`src/bisc_pkg.sv`:
```
`default_nettype none
// ----------------------------------------------------------------------------
// bisc_pkg
// Shared types and constants of the bilinear interaction score core.
// ----------------------------------------------------------------------------
package bisc_pkg;

    localparam int SCORE_W     = 56;
    localparam int OPC_W       = 2;
    localparam int IDX_IN_W    = 4;
    localparam int IN_VAL_W    = 16;
    localparam int AW_W        = 5;
    localparam int AW_RESET    = 16;
    localparam int DRAIN_CYC   = 3;
    localparam int APB_DATA_W  = 32;
    localparam int APB_ADDR_W  = 3;
    localparam int REG_SEL_BIT = 2;

    typedef enum logic [OPC_W-1:0] {
        OP_WR_COEF = 2'd0,
        OP_WR_VEC  = 2'd1,
        OP_SCORE   = 2'd2
    } t_opcode;

    typedef enum logic {
        REG_ACTIVE_WIDTH = 1'b0
    } t_reg_sel;

    typedef enum logic [2:0] {
        ST_IDLE,
        ST_RUN,
        ST_DRAIN,
        ST_SUM,
        ST_DONE
    } t_state;

    // sequencer to cells
    typedef struct packed {
        logic clear;
        logic step;
    } t_seq;

    // write strobes to cells
    typedef struct packed {
        logic coef_we;
        logic vec_we;
    } t_wr;

    // sequencer status to top
    typedef struct packed {
        logic busy;
        logic capture;
        logic valid;
    } t_stat;

endpackage : bisc_pkg
`default_nettype wire

```
`src/bisc_cell.sv`:
```
`default_nettype none
// ----------------------------------------------------------------------------
// bisc_cell
// One row cell: bait element, prey ring slot, coefficient row, row
// accumulator and one stage of the sum chain.
// ----------------------------------------------------------------------------
module bisc_cell
    import bisc_pkg::*;
#(
    parameter int N       = 16,
    parameter int VB      = 16,
    parameter int IW      = 4,
    parameter int WW      = 5,
    parameter int CELL_ID = 0
) (
    input  wire logic                  i_clk,
    input  wire logic                  i_rst_n,
    input  wire t_seq                  i_seq,
    input  wire t_wr                   i_wr,
    input  wire logic [IDX_IN_W-1:0]   i_row,
    input  wire logic [IW-1:0]         i_col,
    input  wire logic signed [VB-1:0]  i_first,
    input  wire logic signed [VB-1:0]  i_second,
    input  wire logic [WW-1:0]         i_w_eff,
    input  wire logic signed [VB-1:0]  i_p_next,
    input  wire logic [IW-1:0]         i_idx_next,
    output logic signed [VB-1:0]       o_p,
    output logic [IW-1:0]              o_idx,
    input  wire logic [SCORE_W-1:0]    i_sum,
    output logic [SCORE_W-1:0]         o_sum
);

    logic signed [VB-1:0]     r_mem [N];
    logic signed [VB-1:0]     r_b;
    logic signed [VB-1:0]     r_p;
    logic [IW-1:0]            r_idx;
    logic signed [VB-1:0]     r_c;
    logic signed [VB-1:0]     r_pa;
    logic signed [2*VB-1:0]   r_bc;
    logic signed [VB-1:0]     r_pb;
    logic signed [3*VB-1:0]   r_t;
    logic [SCORE_W-1:0]       r_acc;
    logic [SCORE_W-1:0]       r_sum;
    logic                     r_va, r_vb, r_vc;
    logic                     row_hit;
    logic                     in_use;

    assign row_hit = (32'(i_row) == CELL_ID);
    assign in_use  = (WW'(CELL_ID) < i_w_eff) && (WW'(r_idx) < i_w_eff);

    // coefficient row
    always_ff @(posedge i_clk) begin
        if (i_wr.coef_we && row_hit) begin
            r_mem[i_col] <= i_first;
        end
        r_c <= r_mem[r_idx];
    end

    // prey ring slot and its home index
    always_ff @(posedge i_clk) begin
        if (!i_rst_n) begin
            r_idx <= IW'(CELL_ID);
        end else if (i_seq.step) begin
            r_idx <= i_idx_next;
        end
    end

    always_ff @(posedge i_clk) begin
        if (i_seq.step) begin
            r_p <= i_p_next;
        end else if (i_wr.vec_we && row_hit) begin
            r_p <= i_second;
        end
        if (i_wr.vec_we && row_hit) begin
            r_b <= i_first;
        end
    end

    // valid pipeline
    always_ff @(posedge i_clk) begin
        if (!i_rst_n) begin
            r_va <= 1'b0;
            r_vb <= 1'b0;
            r_vc <= 1'b0;
        end else begin
            r_va <= i_seq.step && in_use;
            r_vb <= r_va;
            r_vc <= r_vb;
        end
    end

    // b * c, then * p, then accumulate modulo 2^SCORE_W
    always_ff @(posedge i_clk) begin
        r_pa <= r_p;
        r_bc <= r_b * r_c;
        r_pb <= r_pa;
        r_t  <= r_bc * r_pb;
        if (i_seq.clear) begin
            r_acc <= '0;
        end else if (r_vc) begin
            r_acc <= r_acc + SCORE_W'(r_t);
        end
        r_sum <= i_sum + r_acc;
    end

    assign o_p   = r_p;
    assign o_idx = r_idx;
    assign o_sum = r_sum;

endmodule : bisc_cell
`default_nettype wire

```
`config.mk`:
```
export PLATFORM = sky130hd
export DESIGN_NAME = bisc_cell
export DESIGN_NICKNAME = d
export VERILOG_FILES = /design/src/bisc_pkg.sv /design/src/bisc_cell.sv
export SDC_FILE = /design/constraint.sdc
export NUM_CORES = 2
export LEC_CHECK = 0
export BUFFER_PORTS_ARGS = -buffer_cell sky130_fd_sc_hd__buf_4
export CORE_MARGIN = 2
export CORE_UTILIZATION = 53
export DETAILED_ROUTE_END_ITERATION = 6
export GPL_ROUTABILITY_DRIVEN = 0
export PLACE_DENSITY = 0.7
export SLEW_MARGIN = 40
export SYNTH_ARGS = -nofsm -noshare
export SYNTH_HDL_FRONTEND = slang
export SYNTH_SLANG_ARGS = --single-unit
```
`constraint.sdc`:
```
create_clock -name i_clk -period 17.75 [get_ports i_clk]
set_input_delay 3.55 -clock i_clk [delete_from_list [all_inputs] [get_ports i_clk]]
set_output_delay 3.55 -clock i_clk [all_outputs]
set_load 0.02 [all_outputs]
```
After elaboration in Yosys (flattened, before gate mapping)
Memories as Yosys holds them, arrays and structs flattened. A register that Yosys moved wholly into a read port is not among the register bits.
Cells that the tools add are included.

word-level totals
  flip-flop bits (word level) = 263
  memory bits (writable) = 256
  input port bits = 127
  output and inout port bits = 76
  logic and storage cells = 29
  memories kept = 1

operators by class
  add/subtract/negate cells = 2
  multipliers = 2
  order comparisons = 2
  mux-type cells = 4
  reductions and logical operators = 6

memory list
  name   words  bits a word  rd ports  clocked after memory_dff  wr ports  line             text
  r_mem  16     16           1         1                         1         bisc_cell.sv:33  logic signed [VB-1:0] r_mem [N];

operator list
  cell                                                count
  adder 56 bit                                        2
  multiplier 32 x 16 -> 48 bit                        1
  multiplier 16 x 16 -> 32 bit                        1
  2-to-1 mux 16 bit                                   2
  < comparator 1 x 5 -> 1 bit (first input constant)  1
  < comparator 4 x 5 -> 1 bit                         1
  logical AND 1 bit                                   4
  zero test 4 bit                                     1
  2-to-1 mux 1 bit                                    2
  nonzero test 2 bit                                  1

Longest topological paths before layout
  word-level depth = 4
  gate-level depth with buffers = 26
  gate-level depth less buffers = 25

Least setup slack after synthesis
Ideal clock, no wire load.

  kind = reg2reg
  start = register r_bc[7]
  end = register r_t[46]
  setup time = 0.127 ns
  arrival = 6.048 ns
  data required time = 17.623 ns
  slack = 11.575 ns
  stages on the path, launching flop included = 25
  path buffers = 1
  clock period less this slack = 6.175 ns
  path through = dfxtp_1 -> clkbuf_1 -> nand2_1 -> fa_1 -> inv_1 -> fa_1 -> inv_1 -> fa_1 -> inv_1 -> fa_1 -> fa_1 -> inv_1 -> fa_1 -> inv_1 -> ha_1 -> a21o_1 -> a21o_1 -> a21o_1 -> a31oi_1 -> a21boi_0 -> o21ai_0 -> o31ai_1 -> a311oi_1 -> o21ai_0 -> xor2_1

between the ends
  cells in the longest elaborated chain, start to end = 1

RTL lines
  what                          line             text
  start: declaration            bisc_cell.sv:39  logic signed [2*VB-1:0] r_bc;
  start signal: assignment      bisc_cell.sv:95  r_bc <= r_b * r_c;
  multiplier 32 x 16 -> 48 bit  bisc_cell.sv:97  r_t <= r_bc * r_pb;
  end signal: assignment        bisc_cell.sv:97
  end: declaration              bisc_cell.sv:41  logic signed [3*VB-1:0] r_t;

Every way passes these cells.
A chain may end at the register's enable or synchronous reset.

Final worst setup path
  start = register r_bc[9]
  end = register r_t[46]

The elaborated chain is that of the path after synthesis.

==> impl_metrics.json <==
{
  "setup_viol": 0,
  "slew_headroom_pct": 44.5,
  "dr.pass1.iters": 6,
  "critPathMaxFanout": 16,
  "netlist_top_cells_area": "fa_1 (30%), edfxtp_1 (17%), dfxtp_1 (9.8%)",
  "area_delta_synth_final_pct": 9.00,
  "clk_path_buf_depth": 3,
  "routed_wl_um": 114000,
  "drtIter0Drc": 2296,
  "grt_pass1_vias": 36000,
  "cts_root_buf": "clkbuf_16",
  "ys.flop_type": "edfxtp_1",
  "rows": 113,
  "setup_tns_ps": 0,
  "crit_top_cell": "fa_1",
  "netlist.area_leader.share_pct": 29.8,
  "clock_sinks": 535,
  "clkLatencyLatePin_ps": 700,
  "worst_pin_slew_ps": 831,
  "yosysMostFrequentCell": "inv_1",
  "hold_violations": 0,
  "layout-drive-gt1-share_pct": 9.38,
  "path_cells": "nand2_1 -> fa_1 -> inv_1 -> fa_1 -> fa_1 -> fa_1 -> fa_1 -> inv_1 -> fa_1 -> inv_1 -> ha_1 -> and3_1 -> nand4_1 -> a21oi_1 -> nand2_1 -> a21boi_0 -> o21ai_0 -> o31ai_1 -> a311oi_1 -> o21ai_0 -> xor2_1",
  "start_util_pct": 53.3,
  "cts_resized": 0,
  "ys_warn_count": 0,
  "grt_antenna_before_repair": 0,
  "vias_per_cell": 5.43,
  "cts_inserted_buffers": 56,
  "arrival_ps": 7750,
  "worst-path-buf-inv": 3,
  "ys_ff_latch": 535,
  "finalMaxSlewViolations": 0,
  "fmax_ghz": 0.139,
  "fin_nets": 6126,
  "cts_tree": "done",
  "wl_per_cell_um": 18.2,
  "ctsHoldBuffers": 0,
  "synth_top_cell_by_area": "fa_1",
  "syn_area_per_cell_um2": 10.4,
  "status": "complete, no violations",
  "ant_nets": 0,
  "synth_nets": 6009,
  "dp_hpwl_um": 86900,
  "grt_start_max_net_pins": 67,
  "core_area_um2": 94600,
  "synth-edff-count": 288,
  "worstSetupPathType": "reg2reg",
  "hp-class": "reg2reg",
  "async_flop_share_pct": 0,
  "max_stage_delay_ps": 840,
  "postCtsSetupRepairBufs": 0,
  "grt_first_pass_wirelength_um": 188000,
  "final.min_clock_period_ps": 7170,
  "die_w_um": 312,
  "syn_area_um2": 50400,
  "route.detailed.drc": 0,
  "synth_seq_area_share_pct": 27.0,
  "grt_usage_pct": 24.1,
  "post-route-period-util_pct": 40.4,
  "vias": 34000,
  "rsz0062_at_grt": "no",
  "die_y_um": 312,
  "synth_cell_types": 91,
  "critPathLaunchType": "register",
  "diodes": 0,
  "htree_num_levels": 2,
  "io_pins": 203,
  "clk_pin_slew_worst_paths_ps": 60,
  "synthCells": 4823,
  "critPathSlowestCell": "dfxtp_1",
  "path_delay_family": "adder cells",
  "clock_skew_ps": 57.1,
  "end_kind": "register",
  "cap_violations": 0,
  "synthTopCellsByCount": "inv_1 (895), fa_1 (750), nand2_1 (512)",
  "io_buffer_count": 202,
  "die_area_um2": 97600,
  "required_ps": 18330,
  "grt-ovfl-total": 0
}
layer usage:
| metal | vias to the layer above | wire length (µm) | global-route usage (%) | part of all wire, % |
|---|---|---|---|---|
| met3 | 196 | 7320 | 3.90 | 6.4 |
| li1 | 15700 | - | - | - |
| met4 | 0 | 3280 | 7.66 | 2.9 |
| met1 | 17100 | 47000 | 31.4 | 41 |
| met2 | 1049 | 56300 | 41.4 | 49 |
| met5 | - | 0 | 0 | 0 |
final timing paths:
check / from / endpoint / slack [ps] / cells after the start
hold reg to reg: r_pa[13] / r_pb[13] / 320 / 0
setup reg to reg: r_bc[9] / r_t[46] / 10580 / 21
hold / removal: r_pa[13] / r_pb[13] / 320 / 0
setup / recovery: r_bc[9] / r_t[46] / 10580 / 21
layout by cell type (no fill, tap or decap), types with 94 or more instances in the layout:
master    count
dfxtp_1     234
a21oi_1     169
and2_1      320
buf_4       233
o21ai_0      94
xnor2_1     126
fa_1        750
nand2_1     512
edfxtp_1    288
ha_1        309
inv_1       895
a21o_1      111
nor2_1      190
flip-flops by register name (all words and copies together), names as in the netlist:
signal / flops
r_vc: 1
r_va: 1
r_pa: 16
o_sum: 56
r_bc: 32
r_b: 16
r_c: 16
r_acc: 56
r_pb: 16
o_p: 16
r_mem: 256
r_t: 48
r_vb: 1
o_idx: 4
worst register-to-register path: cells and delay by family (launching register included):
kind / cells / cell delay (ps)
DFF: 1 / 840
AOI/OAI and AO/OA: 6 / 1920
adders and majority gates: 7 / 3380
and+or+nand+nor: 4 / 610
xor gates and xnor gates: 1 / 160
buffers and inverters: 3 / 160
final cells by class:
type	count	area, µm²
sequential	535	13600
multi-input combinational	3215	32800
fill	7976	39700
clock buffer	84	1580
clock inverter	21	216
tap	1265	1580
timing repair buffer	235	1770
inverter	897	3370
stage by stage:
step                cell area (µm²)  instances  util (%)  setup slack, ps  hold slack, ps
finish                        54900       6252      58.1            10580             324
global placement              53100       6147      56.1            10330             311
CTS                           54900       6252      58.1            10560             326
detailed placement            53100       6147      56.2            10630             312
global route                  54900       6252      58.1            10110             329
floorplan                     50400       4823         -            11580             310
kinds of logic (layout without fill, tap and decap cells):
logic type,Yosys count,after routing,synth area share (%)
and+or+nand+nor,1267,1267,12.1
DFF,535,535,27.0
AOI/OAI and AO/OA,581,581,7.72
xor gates and xnor gates,178,178,3.09
muxes,130,130,4.61
adders and majority gates,1059,1059,37.5
buffers and inverters,1073,1237,8.00
Power is not shown: default switching activity piles up to over one toggle a cycle in this logic, so the estimate is an artifact.
