==> src/bisc_pkg.sv <==
`default_nettype none
// ----------------------------------------------------------------------------
// bisc_pkg
// Shared types and constants of the bilinear interaction score core.
// ----------------------------------------------------------------------------
package bisc_pkg;

    localparam int SCORE_W     = 56;
    localparam int OPC_W       = 2;
    localparam int IDX_IN_W    = 4;
    localparam int IN_VAL_W    = 16;
    localparam int AW_W        = 5;
    localparam int AW_RESET    = 16;
    localparam int DRAIN_CYC   = 3;
    localparam int APB_DATA_W  = 32;
    localparam int APB_ADDR_W  = 3;
    localparam int REG_SEL_BIT = 2;

    typedef enum logic [OPC_W-1:0] {
        OP_WR_COEF = 2'd0,
        OP_WR_VEC  = 2'd1,
        OP_SCORE   = 2'd2
    } t_opcode;

    typedef enum logic {
        REG_ACTIVE_WIDTH = 1'b0
    } t_reg_sel;

    typedef enum logic [2:0] {
        ST_IDLE,
        ST_RUN,
        ST_DRAIN,
        ST_SUM,
        ST_DONE
    } t_state;

    // sequencer to cells
    typedef struct packed {
        logic clear;
        logic step;
    } t_seq;

    // write strobes to cells
    typedef struct packed {
        logic coef_we;
        logic vec_we;
    } t_wr;

    // sequencer status to top
    typedef struct packed {
        logic busy;
        logic capture;
        logic valid;
    } t_stat;

endpackage : bisc_pkg
`default_nettype wire

==> src/bisc_ctrl.sv <==
`default_nettype none
// ----------------------------------------------------------------------------
// bisc_ctrl
// Score sequencer: ring rotation, pipeline drain, sum chain settle, strobe.
// ----------------------------------------------------------------------------
module bisc_ctrl
    import bisc_pkg::*;
#(
    parameter int N = 16
) (
    input  wire logic  i_clk,
    input  wire logic  i_rst_n,
    input  wire logic  i_go,
    output t_seq       o_seq,
    output t_stat      o_stat
);

    localparam int CW = $clog2(N + 2);

    t_state          r_state, n_state;
    logic [CW-1:0]   r_cnt, n_cnt;

    always_ff @(posedge i_clk) begin
        if (!i_rst_n) begin
            r_state <= ST_IDLE;
            r_cnt   <= '0;
        end else begin
            r_state <= n_state;
            r_cnt   <= n_cnt;
        end
    end

    always_comb begin
        n_state = r_state;
        n_cnt   = r_cnt + CW'(1);
        case (r_state)
            ST_IDLE: begin
                n_cnt = '0;
                if (i_go) begin
                    n_state = ST_RUN;
                end
            end
            ST_RUN: begin
                if (r_cnt == CW'(N - 1)) begin
                    n_state = ST_DRAIN;
                    n_cnt   = '0;
                end
            end
            ST_DRAIN: begin
                if (r_cnt == CW'(DRAIN_CYC - 1)) begin
                    n_state = ST_SUM;
                    n_cnt   = '0;
                end
            end
            ST_SUM: begin
                if (r_cnt == CW'(N)) begin
                    n_state = ST_DONE;
                    n_cnt   = '0;
                end
            end
            ST_DONE: begin
                n_state = ST_IDLE;
                n_cnt   = '0;
            end
            default: begin
                n_state = ST_IDLE;
                n_cnt   = '0;
            end
        endcase
    end

    always_comb begin
        o_seq.clear    = 1'b0;
        o_seq.step     = 1'b0;
        o_stat.busy    = 1'b1;
        o_stat.capture = 1'b0;
        o_stat.valid   = 1'b0;
        case (r_state)
            ST_IDLE: begin
                o_stat.busy = 1'b0;
                o_seq.clear = i_go;
            end
            ST_RUN: begin
                o_seq.step = 1'b1;
            end
            ST_DRAIN: begin
            end
            ST_SUM: begin
                o_stat.capture = (r_cnt == CW'(N));
            end
            ST_DONE: begin
                o_stat.valid = 1'b1;
            end
            default: begin
                o_stat.busy = 1'b0;
            end
        endcase
    end

endmodule : bisc_ctrl
`default_nettype wire

==> config.mk <==
export PLATFORM = sky130hd
export DESIGN_NAME = bisc_ctrl
export DESIGN_NICKNAME = d
export VERILOG_FILES = /design/src/bisc_pkg.sv /design/src/bisc_ctrl.sv
export SDC_FILE = /design/constraint.sdc
export NUM_CORES = 1
export LEC_CHECK = 0
export ABC_AREA = 1
export BUFFER_PORTS_ARGS = -buffer_cell sky130_fd_sc_hd__buf_2
export CORE_MARGIN = 5
export CORE_UTILIZATION = 35
export DETAILED_ROUTE_END_ITERATION = 6
export PLACE_DENSITY = 0.52
export SETUP_SLACK_MARGIN = 0.02
export SKIP_CTS_REPAIR_TIMING = 1
export SLEW_MARGIN = 20
export SYNTH_ARGS = -nofsm -noshare
export SYNTH_HDL_FRONTEND = slang
export SYNTH_SLANG_ARGS = --single-unit
==> constraint.sdc <==
create_clock -name i_clk -period 4.4 [get_ports i_clk]
set_input_delay 0.22 -clock i_clk [delete_from_list [all_inputs] [get_ports i_clk]]
set_output_delay 0.22 -clock i_clk [all_outputs]
set_load 0.05 [all_outputs]
* Word-level counts from Yosys, hierarchy flattened
Cells that the tools add are included.
** Word-level totals
- Register bits after elaboration :: 8
- Input port bits :: 3
- Word-level logic and storage cells :: 31
- Output and inout port bits :: 5
** Cells by class
- Add/subtract/negate cells :: 1
- Equality and inequality tests :: 11
- Reductions and logical operators :: 3
- Multiplexer cells :: 14
** Operator list (number)
- 5-bit 2-to-1 mux :: 3
- 5-bit case mux with 3 select lines :: 1
- 3-bit 2-to-1 mux :: 4
- 3-bit case mux with 4 select lines :: 1
- 2-bit inequality test, second input constant :: 4
- 3-bit by 2-bit == test with 1-bit output, second input constant :: 2
- 5-bit by 1-bit adder with 5-bit output, second input constant :: 1
- 5-bit by 2-bit == test with 1-bit output, second input constant :: 1
- 5-bit by 4-bit == test with 1-bit output, second input constant :: 1
- 5-bit == test, second input constant :: 1
- 1-bit 2-to-1 mux :: 5
- 4-bit AND reduction :: 1
- 4-bit OR reduction :: 1
- 3-bit by 1-bit == test with 1-bit output, second input constant :: 1
- 3-bit == test, second input constant :: 1
- 3-bit zero test :: 1

* Logic depth before layout (Yosys ltp)
Gate-level depths: netlist (run 1).
- Depth after elaboration :: 3
- Depth in mapped cells :: 12

* Least setup slack after synthesis (run 1)
OpenSTA, ideal clock, no wires.
- Kind :: reg2out
- Start :: register r_state[1]
- End :: output port o_stat[2] (netlist bit)
- Data required time :: 4.180 ns
- Path slack :: 2.553 ns
- Path buffers :: 0
- Cell stages (with the launch flop) :: 6
- Arrival :: 1.627 ns
- Cell sequence :: dfxtp_1 > nor2_1 > inv_1 > nor2_1 > inv_1 > nand2_1
** RTL lines
- start: declaration :: RTL line bisc_ctrl.sv:20 : t_state r_state, n_state;
- start signal: assignment :: RTL line bisc_ctrl.sv:28 : r_state <= n_state;
- end: declaration :: RTL line bisc_ctrl.sv:15 : output t_stat o_stat

==> impl_metrics.tcl, run 1 <==
set metrics [dict create \
    min_period_over_period_pct 35.4 \
    dp_hpwl_um 781 \
    clkSlewWorstSetupHoldPaths_ns 0.05 \
    arrival_ns 1.34 \
    netlist_area_um2 534 \
    initial_utilization_pct 36.3 \
    cts_max_path_buffers 2 \
    nNetsFinal 102 \
    dp_slack_ns 2.86 \
    cts_root_buf "clkbuf_4" \
    grt_pass1_wl_um 1660 \
    drtIter0Drc 1 \
    wirelength_um 910 \
    synth-seq-area-share_pct 30.0 \
    firstDrtPassIters 4 \
    fp.dieW_um 49.1 \
    seq_area_um2 160 \
    drc 0 \
    cts.sinks 8 \
    hold_viol 0 \
    rsz0062_at_grt "no" \
    p_leak_nw 0.334 \
    antenna_found_initial 0 \
    core_area_mm2 0.00147 \
    synth_compound_area_share_pct 3.04 \
    pin_count 8 \
    dr_total_vias 469 \
    gp_congestion 0.736 \
    synth_adder_area_share_pct 11.7 \
    die_area_mm2 0.00241 \
    cp-start-kind "flip-flop" \
    fillers 171 \
    vias_per_cell 4.34 \
    synth_top_area_share_pct 30.0 \
    post_synth_and_or_nand_nor_area_fraction_pct 38.9 \
    finClkSkew_ns 0.00134 \
    fp.dieH_um 49.1 \
    cellPowerDensity_mw_per_mm2 598 \
    finalWorstSetupSlack_ns 2.84 \
    cp-end-kind "output port" \
    status "complete, no violations" \
    setup_viol 0 \
    yosysWarnings 0 \
    synth_top_cell_by_area "dfxtp_1" \
    htreeDepth 1 \
    diodes 0 \
    slowest_delay_ns 0.33 \
    whs_ns 0.190 \
    worst_pin_slew_ns 0.251 \
    fin_tns_setup_ns 0 \
    wl_per_cell_um 8.43 \
    max_freq_mhz 643 \
    insertion_delay_ns 0.25 \
    port_buffers 7 \
    multi_input_area_um2 295 \
    postSynthAreaPerCell_um2 6.52 \
    rows 14 \
    ys_ff_latch 8 \
    grt_overflow 0 \
    final_util_pct 41.6 \
    synth_top_family_by_area "simple AND/OR/NAND/NOR gates" \
    crit_type "reg2out" \
    synth_xor_area_share_pct 1.64 \
    hold_path.class "in2reg" \
    synth_nets 90 \
    drive_gt1_share_pct 22.8 \
    syn_inst 82 \
    ant_nets 0 \
    synthMuxAreaShare_pct 0 \
    vdd_drop_max_mv 0.211 \
    slew_viol_final 0 \
    syn2layout_area_growth_pct 14.5 \
    cts_made_buffers 3 \
    max_slew_margin_pct 83.4 \
    min_period_ns 1.56 \
    grt_max_degree 7 \
    crit_chain "inv_1 > ha_1 > nand2_1 > inv_1 > nand2_2 > nor2_1 > buf_2" \
    path_delay_family "buffers and inverters" \
    grt_pass1_vias 415 \
    crit_buf_inv 3 \
    crit_top_cell "inv_1" \
    synth.area.top_cells "dfxtp_1 (30%), inv_1 (14%), ha_1 (12%)" \
    cpMaxStageDelayCell "dfxtp_1" \
    track_usage_pct 8.80 \
    maxCapViolCount 0 \
    synth_cell_type_count 17 \
    tritoncts "built" \
    cp_max_fo 4 \
    cp.required_ns 4.18 \
]
cell usage after synthesis:
cell / count
dfxtp_1: 8
nand4_1: 1
o21ai_1: 1
nand2_1: 15
nand3_1: 3
xor2_1: 1
nor2_4: 1
inv_2: 1
ha_1: 5
nor2_1: 13
nor3_1: 2
inv_1: 20
o21ai_0: 1
nand2_2: 5
nand3_2: 1
a31oi_1: 1
nor2_2: 3
cell families after synthesis:
logic type,count (synthesis)
AND/OR/NAND/NOR,44
flip-flops,8
buffers and inverters,21
adder cells (fa/ha/maj),5
XOR/XNOR,1
AO/OA/AOI/OAI,3
placed cells by master (no fill, tap or decap), types with 2 or more instances in the layout:
cell type and n:
clkbuf_4 3, nor2_1 13, dfxtp_1 8, ha_1 5, nor2_2 3, nand2_1 15, nand2_2 5, nand3_1 3
inv_1 20, nor3_1 2, buf_2 7
flip-flops by register name, indices dropped and copies added (netlist names):
signal	flops
r_state	3
r_cnt	5
worst register-to-register path, cell delays in order (launching register included):
cell and delay [ns]:
dfxtp_1 0.33, ha_1 0.21, nand2_1 0.06, inv_1 0.04, nand2_1 0.08, inv_1 0.05
ha_1 0.16, inv_1 0.06, nand3_2 0.11, nand4_1 0.17, nand2_1 0.07, nand2_1 0.07
nor2_2 0.03
metrics by stage:
stage                     instances  power [mW]  area [um2]
after floorplan                  82       0.273         534
after global placement          105       0.315         589
after detailed placement        105       0.315         589
after CTS                       108       0.374         612
after global routing            108       0.403         612
final                           108       0.366         612
final timing paths:
| kind | startpoint | end | slack [ns] | cells after the start |
|---|---|---|---|---|
| worst max-delay path | r_cnt[0] | o_stat[1] | 2.84 | 7 |
| worst min register to register | r_cnt[0] | r_cnt[0] | 0.46 | 1 |
| worst min-delay path | i_rst_n | r_cnt[4] | 0.19 | 3 |
| worst max register to register | r_cnt[0] | r_state[0] | 2.86 | 12 |
final cells by class:
class | count | share of cell area, %
clock buffer | 3 | 3.68
timing repair buffer | 7 | 5.73
multi-input combinational | 53 | 48.3
tap | 16 | 3.27
sequential | 8 | 26.2
inverter | 21 | 12.9
per-layer routing:
| layer | global-route usage, % | routed length [um] |
|---|---|---|
| met2 | 12.2 | 407 |
| met4 | 5.38 | 13 |
| met3 | 3.36 | 47 |
| met5 | 0 | 0 |
| met1 | 11.2 | 441 |
power by group:
group	internal (mW)	leakage [nW]	switching, mW
logic	0.0570	0.255	0.156
registers	0.0852	0.0650	0.0127
clock network	0.0311	0.0138	0.0238
Power figures use the tool's default switching activity.
==> inputs of run 2 (changes only) <==
- PLACE_DENSITY: 0.52 -> 0.54
- clock period: 4.4 -> 1.43 ns (I/O delays scaled with it)
==> impl_metrics.tcl, run 2 (same netlist as run 1, synthesis figures left out) <==
set metrics [dict create \
    drtIter0Drc 4 \
    cts_max_path_buffers 2 \
    grt_max_degree 7 \
    max_freq_mhz 704 \
    setup_viol 0 \
    drt-met1-wl_um 498 \
    min_period_ns 1.42 \
    dp_slack_ns -0.0422 \
    crit_type "reg2reg" \
    slew_viol_final 0 \
    placed_cells 109 \
    syn2layout_area_growth_pct 46.6 \
    cts.sinks 8 \
    cellPowerDensity_mw_per_mm2 1660 \
    hold_depth 3 \
    wl_per_cell_um 9.89 \
    wl_met2_um 534 \
    final_util_pct 53.2 \
    htreeDepth 1 \
    r2r_start "r_cnt[1]" \
    status "complete, no violations" \
    rows 14 \
    met3WireLength_um 56 \
    finalWorstSetupSlack_ns 0.00964 \
    drc 0 \
    final_common_cell "inv_1" \
    hold_path.class "in2reg" \
    antenna_found_initial 0 \
    drive_gt1_share_pct 56.1 \
    hold_start "i_rst_n" \
    maxCapViolCount 0 \
    worst_pin_slew_ns 0.222 \
    nNetsFinal 108 \
    final_cell_mix "inv_1 (13), nand2_2 (11), nand2_1 (9), nor2_1 (9), nor2_2 (7)" \
    gp_congestion 0.738 \
    cp-start-kind "flip-flop" \
    cts_root_buf "clkbuf_4" \
    cts_made_buffers 3 \
    p_leak_nw 0.368 \
    fp.dieH_um 49.1 \
    dp_hpwl_um 828 \
    cp-end-kind "flip-flop" \
    max_slew_margin_pct 85.1 \
    fp.dieW_um 49.1 \
    core_area_mm2 0.00147 \
    die_area_mm2 0.00241 \
    fillers 164 \
    reg.largest.list "r_cnt x5, r_state x3" \
    crit_start "r_cnt[1]" \
    grt_overflow 0 \
    wirelength_um 1130 \
    fin_tns_setup_ns 0 \
    min_period_over_period_pct 99.3 \
    cp_max_fo 3 \
    diodes 0 \
    rsz0062_at_grt "yes" \
    hold_viol 0 \
    finClkSkew_ns 0.000978 \
    vias_per_cell 4.56 \
    pin_count 8 \
    arrival_ns 1.57 \
    track_usage_pct 9.66 \
    instances_no_fill 114 \
    initial_utilization_pct 36.3 \
    regMostFlops "r_cnt" \
    vdd_drop_max_mv 0.951 \
    cp.required_ns 1.58 \
    top_layer_used "met4" \
    largest_reg_flops 5 \
    rr_worst_depth 12 \
    port_buffers 7 \
    p_total_mw 1.30 \
    firstDrtPassIters 3 \
    dr_total_vias 520 \
    grt_pass1_wl_um 1790 \
    tritoncts "built" \
    clkSlewWorstSetupHoldPaths_ns 0.06 \
    ant_nets 0 \
    insertion_delay_ns 0.25 \
    grt_pass1_vias 457 \
]
-- run 2: through the flow --
| stage | hold WS [ns] | area (um2) |
|---|---|---|
| global route | 0.0565 | 783 |
| detailed placement | 0.312 | 627 |
| finish | 0.0400 | 783 |
| global placement | 0.312 | 627 |
| floorplan | 0.169 | 542 |
| CTS | 0.0383 | 649 |
-- run 2: per-layer routing --
layer  GRT usage, %  vias to the layer above
met3           3.67                        5
met2           13.3                        9
met1           11.5                      230
met4           8.07                        0
met5              0                        -
li1               -                      276
-- run 2: worst max-delay path, cell delays in order, from the launching register on --
cell and delay (ns):
dfxtp_2 0.33, ha_4 0.16, nand2_2 0.06, inv_2 0.04, nand2_2 0.06, inv_2 0.04, ha_4 0.14, inv_2 0.06
nand3_4 0.09, nand4_1 0.16, nand2_1 0.07, nand2_1 0.08, nor2_2 0.03
-- run 2: layout make-up --
type,count,area (um2),share of cell area [%]
multi-input combinational,53,395,50.5
sequential,8,164,20.9
timing repair buffer,13,97.6,12.5
inverter,21,83.8,10.7
clock buffer,3,22.5,2.88
tap,16,20.0,2.56
-- run 2: report_power, final --
group,leakage [nW],total (mW),internal (mW),switching (mW)
logic,0.288,0.811,0.255,0.556
clock network,0.0138,0.177,0.0963,0.0808
registers,0.0663,0.309,0.267,0.0419
total,0.368,1.30,0.618,0.679
-- run 2: worst paths after layout --
check                             endpoint  slack [ns]
worst max-delay path            r_state[0]        0.01
worst min-delay path              r_cnt[4]        0.04
worst max register to register  r_state[0]        0.01
worst min register to register    r_cnt[0]        0.53
==> inputs of run 3 (changes only) <==
- RECOVER_POWER: unset -> 100
==> impl_metrics.tcl, run 3 (same netlist as run 1, synthesis figures left out) <==
set metrics [dict create \
    vias_per_cell 4.56 \
    final_cell_mix "inv_1 (13), nand2_2 (11), nand2_1 (9), nor2_1 (9), nor2_2 (7)" \
    slew_viol_final 0 \
    r2r_setup_slack_ns 0.01 \
    dr_total_vias 520 \
    fp.dieH_um 49.1 \
    p_comb_share_pct 62.4 \
    arrival_ns 1.57 \
    initial_utilization_pct 36.3 \
    tritoncts "built" \
    instances_no_fill 114 \
    regMostFlops "r_cnt" \
    die_area_mm2 0.00241 \
    p_switching_mw 0.679 \
    hold_viol 0 \
    rows 14 \
    grt_pass1_vias 457 \
    drive_gt1_share_pct 56.1 \
    dp_slack_ns -0.0422 \
    vdd_drop_max_mv 0.944 \
    fp.dieW_um 49.1 \
    cp-end-kind "flip-flop" \
    core_area_mm2 0.00147 \
    min_period_over_period_pct 99.3 \
    min_period_ns 1.42 \
    setup_viol 0 \
    max_freq_mhz 704 \
    switching_share_pct 52.6 \
    cts_root_buf "clkbuf_4" \
    worst_pin_slew_ns 0.278 \
    crit_type "reg2reg" \
    insertion_delay_ns 0.25 \
    rsz0062_at_grt "yes" \
    finClkSkew_ns 0.000978 \
    seqPwrFrac_pct 23.9 \
    intPower_mw 0.612 \
    reg.largest.list "r_cnt x5, r_state x3" \
    cp-start-kind "flip-flop" \
    p_clk_share_pct 13.7 \
    htreeDepth 1 \
    nNetsFinal 108 \
    grt_pass1_wl_um 1790 \
    cts.sinks 8 \
    final_util_pct 53.1 \
    port_buffers 7 \
    cp.required_ns 1.58 \
    syn2layout_area_growth_pct 46.1 \
    gp_congestion 0.738 \
    cp_max_fo 3 \
    max_slew_margin_pct 81.5 \
    cts_max_path_buffers 2 \
    placed_cells 109 \
    grt_max_degree 7 \
    hold_path.class "in2reg" \
    clkSlewWorstSetupHoldPaths_ns 0.06 \
    diodes 0 \
    cts_made_buffers 3 \
    fin_area_um2 781 \
    largest_reg_flops 5 \
    wl_per_cell_um 9.90 \
    grt_overflow 0 \
    wirelength_um 1130 \
    pin_count 8 \
    status "complete, no violations" \
    fillers 164 \
    final_common_cell "inv_1" \
    maxCapViolCount 0 \
    ant_nets 0 \
    drtIter0Drc 4 \
    whs_ns 0.0400 \
    placed_area_um2 627 \
    track_usage_pct 9.66 \
    antenna_found_initial 0 \
    drc 0 \
    p_leak_nw 0.366 \
    firstDrtPassIters 3 \
    cellPowerDensity_mw_per_mm2 1650 \
    finalWorstSetupSlack_ns 0.00964 \
    dp_hpwl_um 828 \
]
==> run 3: area by class of cell <==
type	count	area [um2]	area share (%)
repair buffers	13	95.1	12.2
flip-flops and latches	8	164	21.0
well taps	16	20.0	2.56
inverters	21	83.8	10.7
multi-input cells	53	395	50.6
clock buffers	3	22.5	2.88
==> run 3: through the flow <==
step           power [mW]  setup TNS [ns]
2_1_floorplan       0.853         -0.0228
3_3_place_gp        0.990         -0.0168
3_5_place_dp        0.991         -0.0485
4_1_cts              1.18          -0.186
5_1_grt              1.41          -0.222
6_report             1.29               0
==> run 3: power by group through the flow <==
stage / combinational, mW / clock, mW / sequential, mW
global route: 0.887 / 0.205 / 0.313
detailed placement: 0.690 / 0 / 0.302
floorplan: 0.557 / 0 / 0.296
global placement: 0.687 / 0 / 0.303
finish: 0.805 / 0.177 / 0.309
CTS: 0.692 / 0.189 / 0.297
==> run 3: metal layers <==
layer | share of wire (%) | GRT usage (%)
met1 | 44 | 11.5
met2 | 47 | 13.3
met3 | 5.0 | 3.67
met4 | 3.4 | 8.07
met5 | 0 | 0
==> run 3: worst paths after layout <==
| kind | start | to | depth (start not counted) |
|---|---|---|---|
| min reg2reg | r_cnt[0] | r_cnt[0] | 2 |
| max | r_cnt[1] | r_state[0] | 12 |
| min | i_rst_n | r_cnt[4] | 3 |
| max reg2reg | r_cnt[1] | r_state[0] | 12 |
==> run 3: worst max-delay path, stage by stage, from the launching register on <==
cell,delay [ns]
dfxtp_2,0.33
ha_4,0.16
nand2_2,0.06
inv_2,0.04
nand2_2,0.06
inv_2,0.04
ha_4,0.14
inv_2,0.06
nand3_4,0.09
nand4_1,0.16
nand2_1,0.07
nand2_1,0.08
nor2_2,0.03
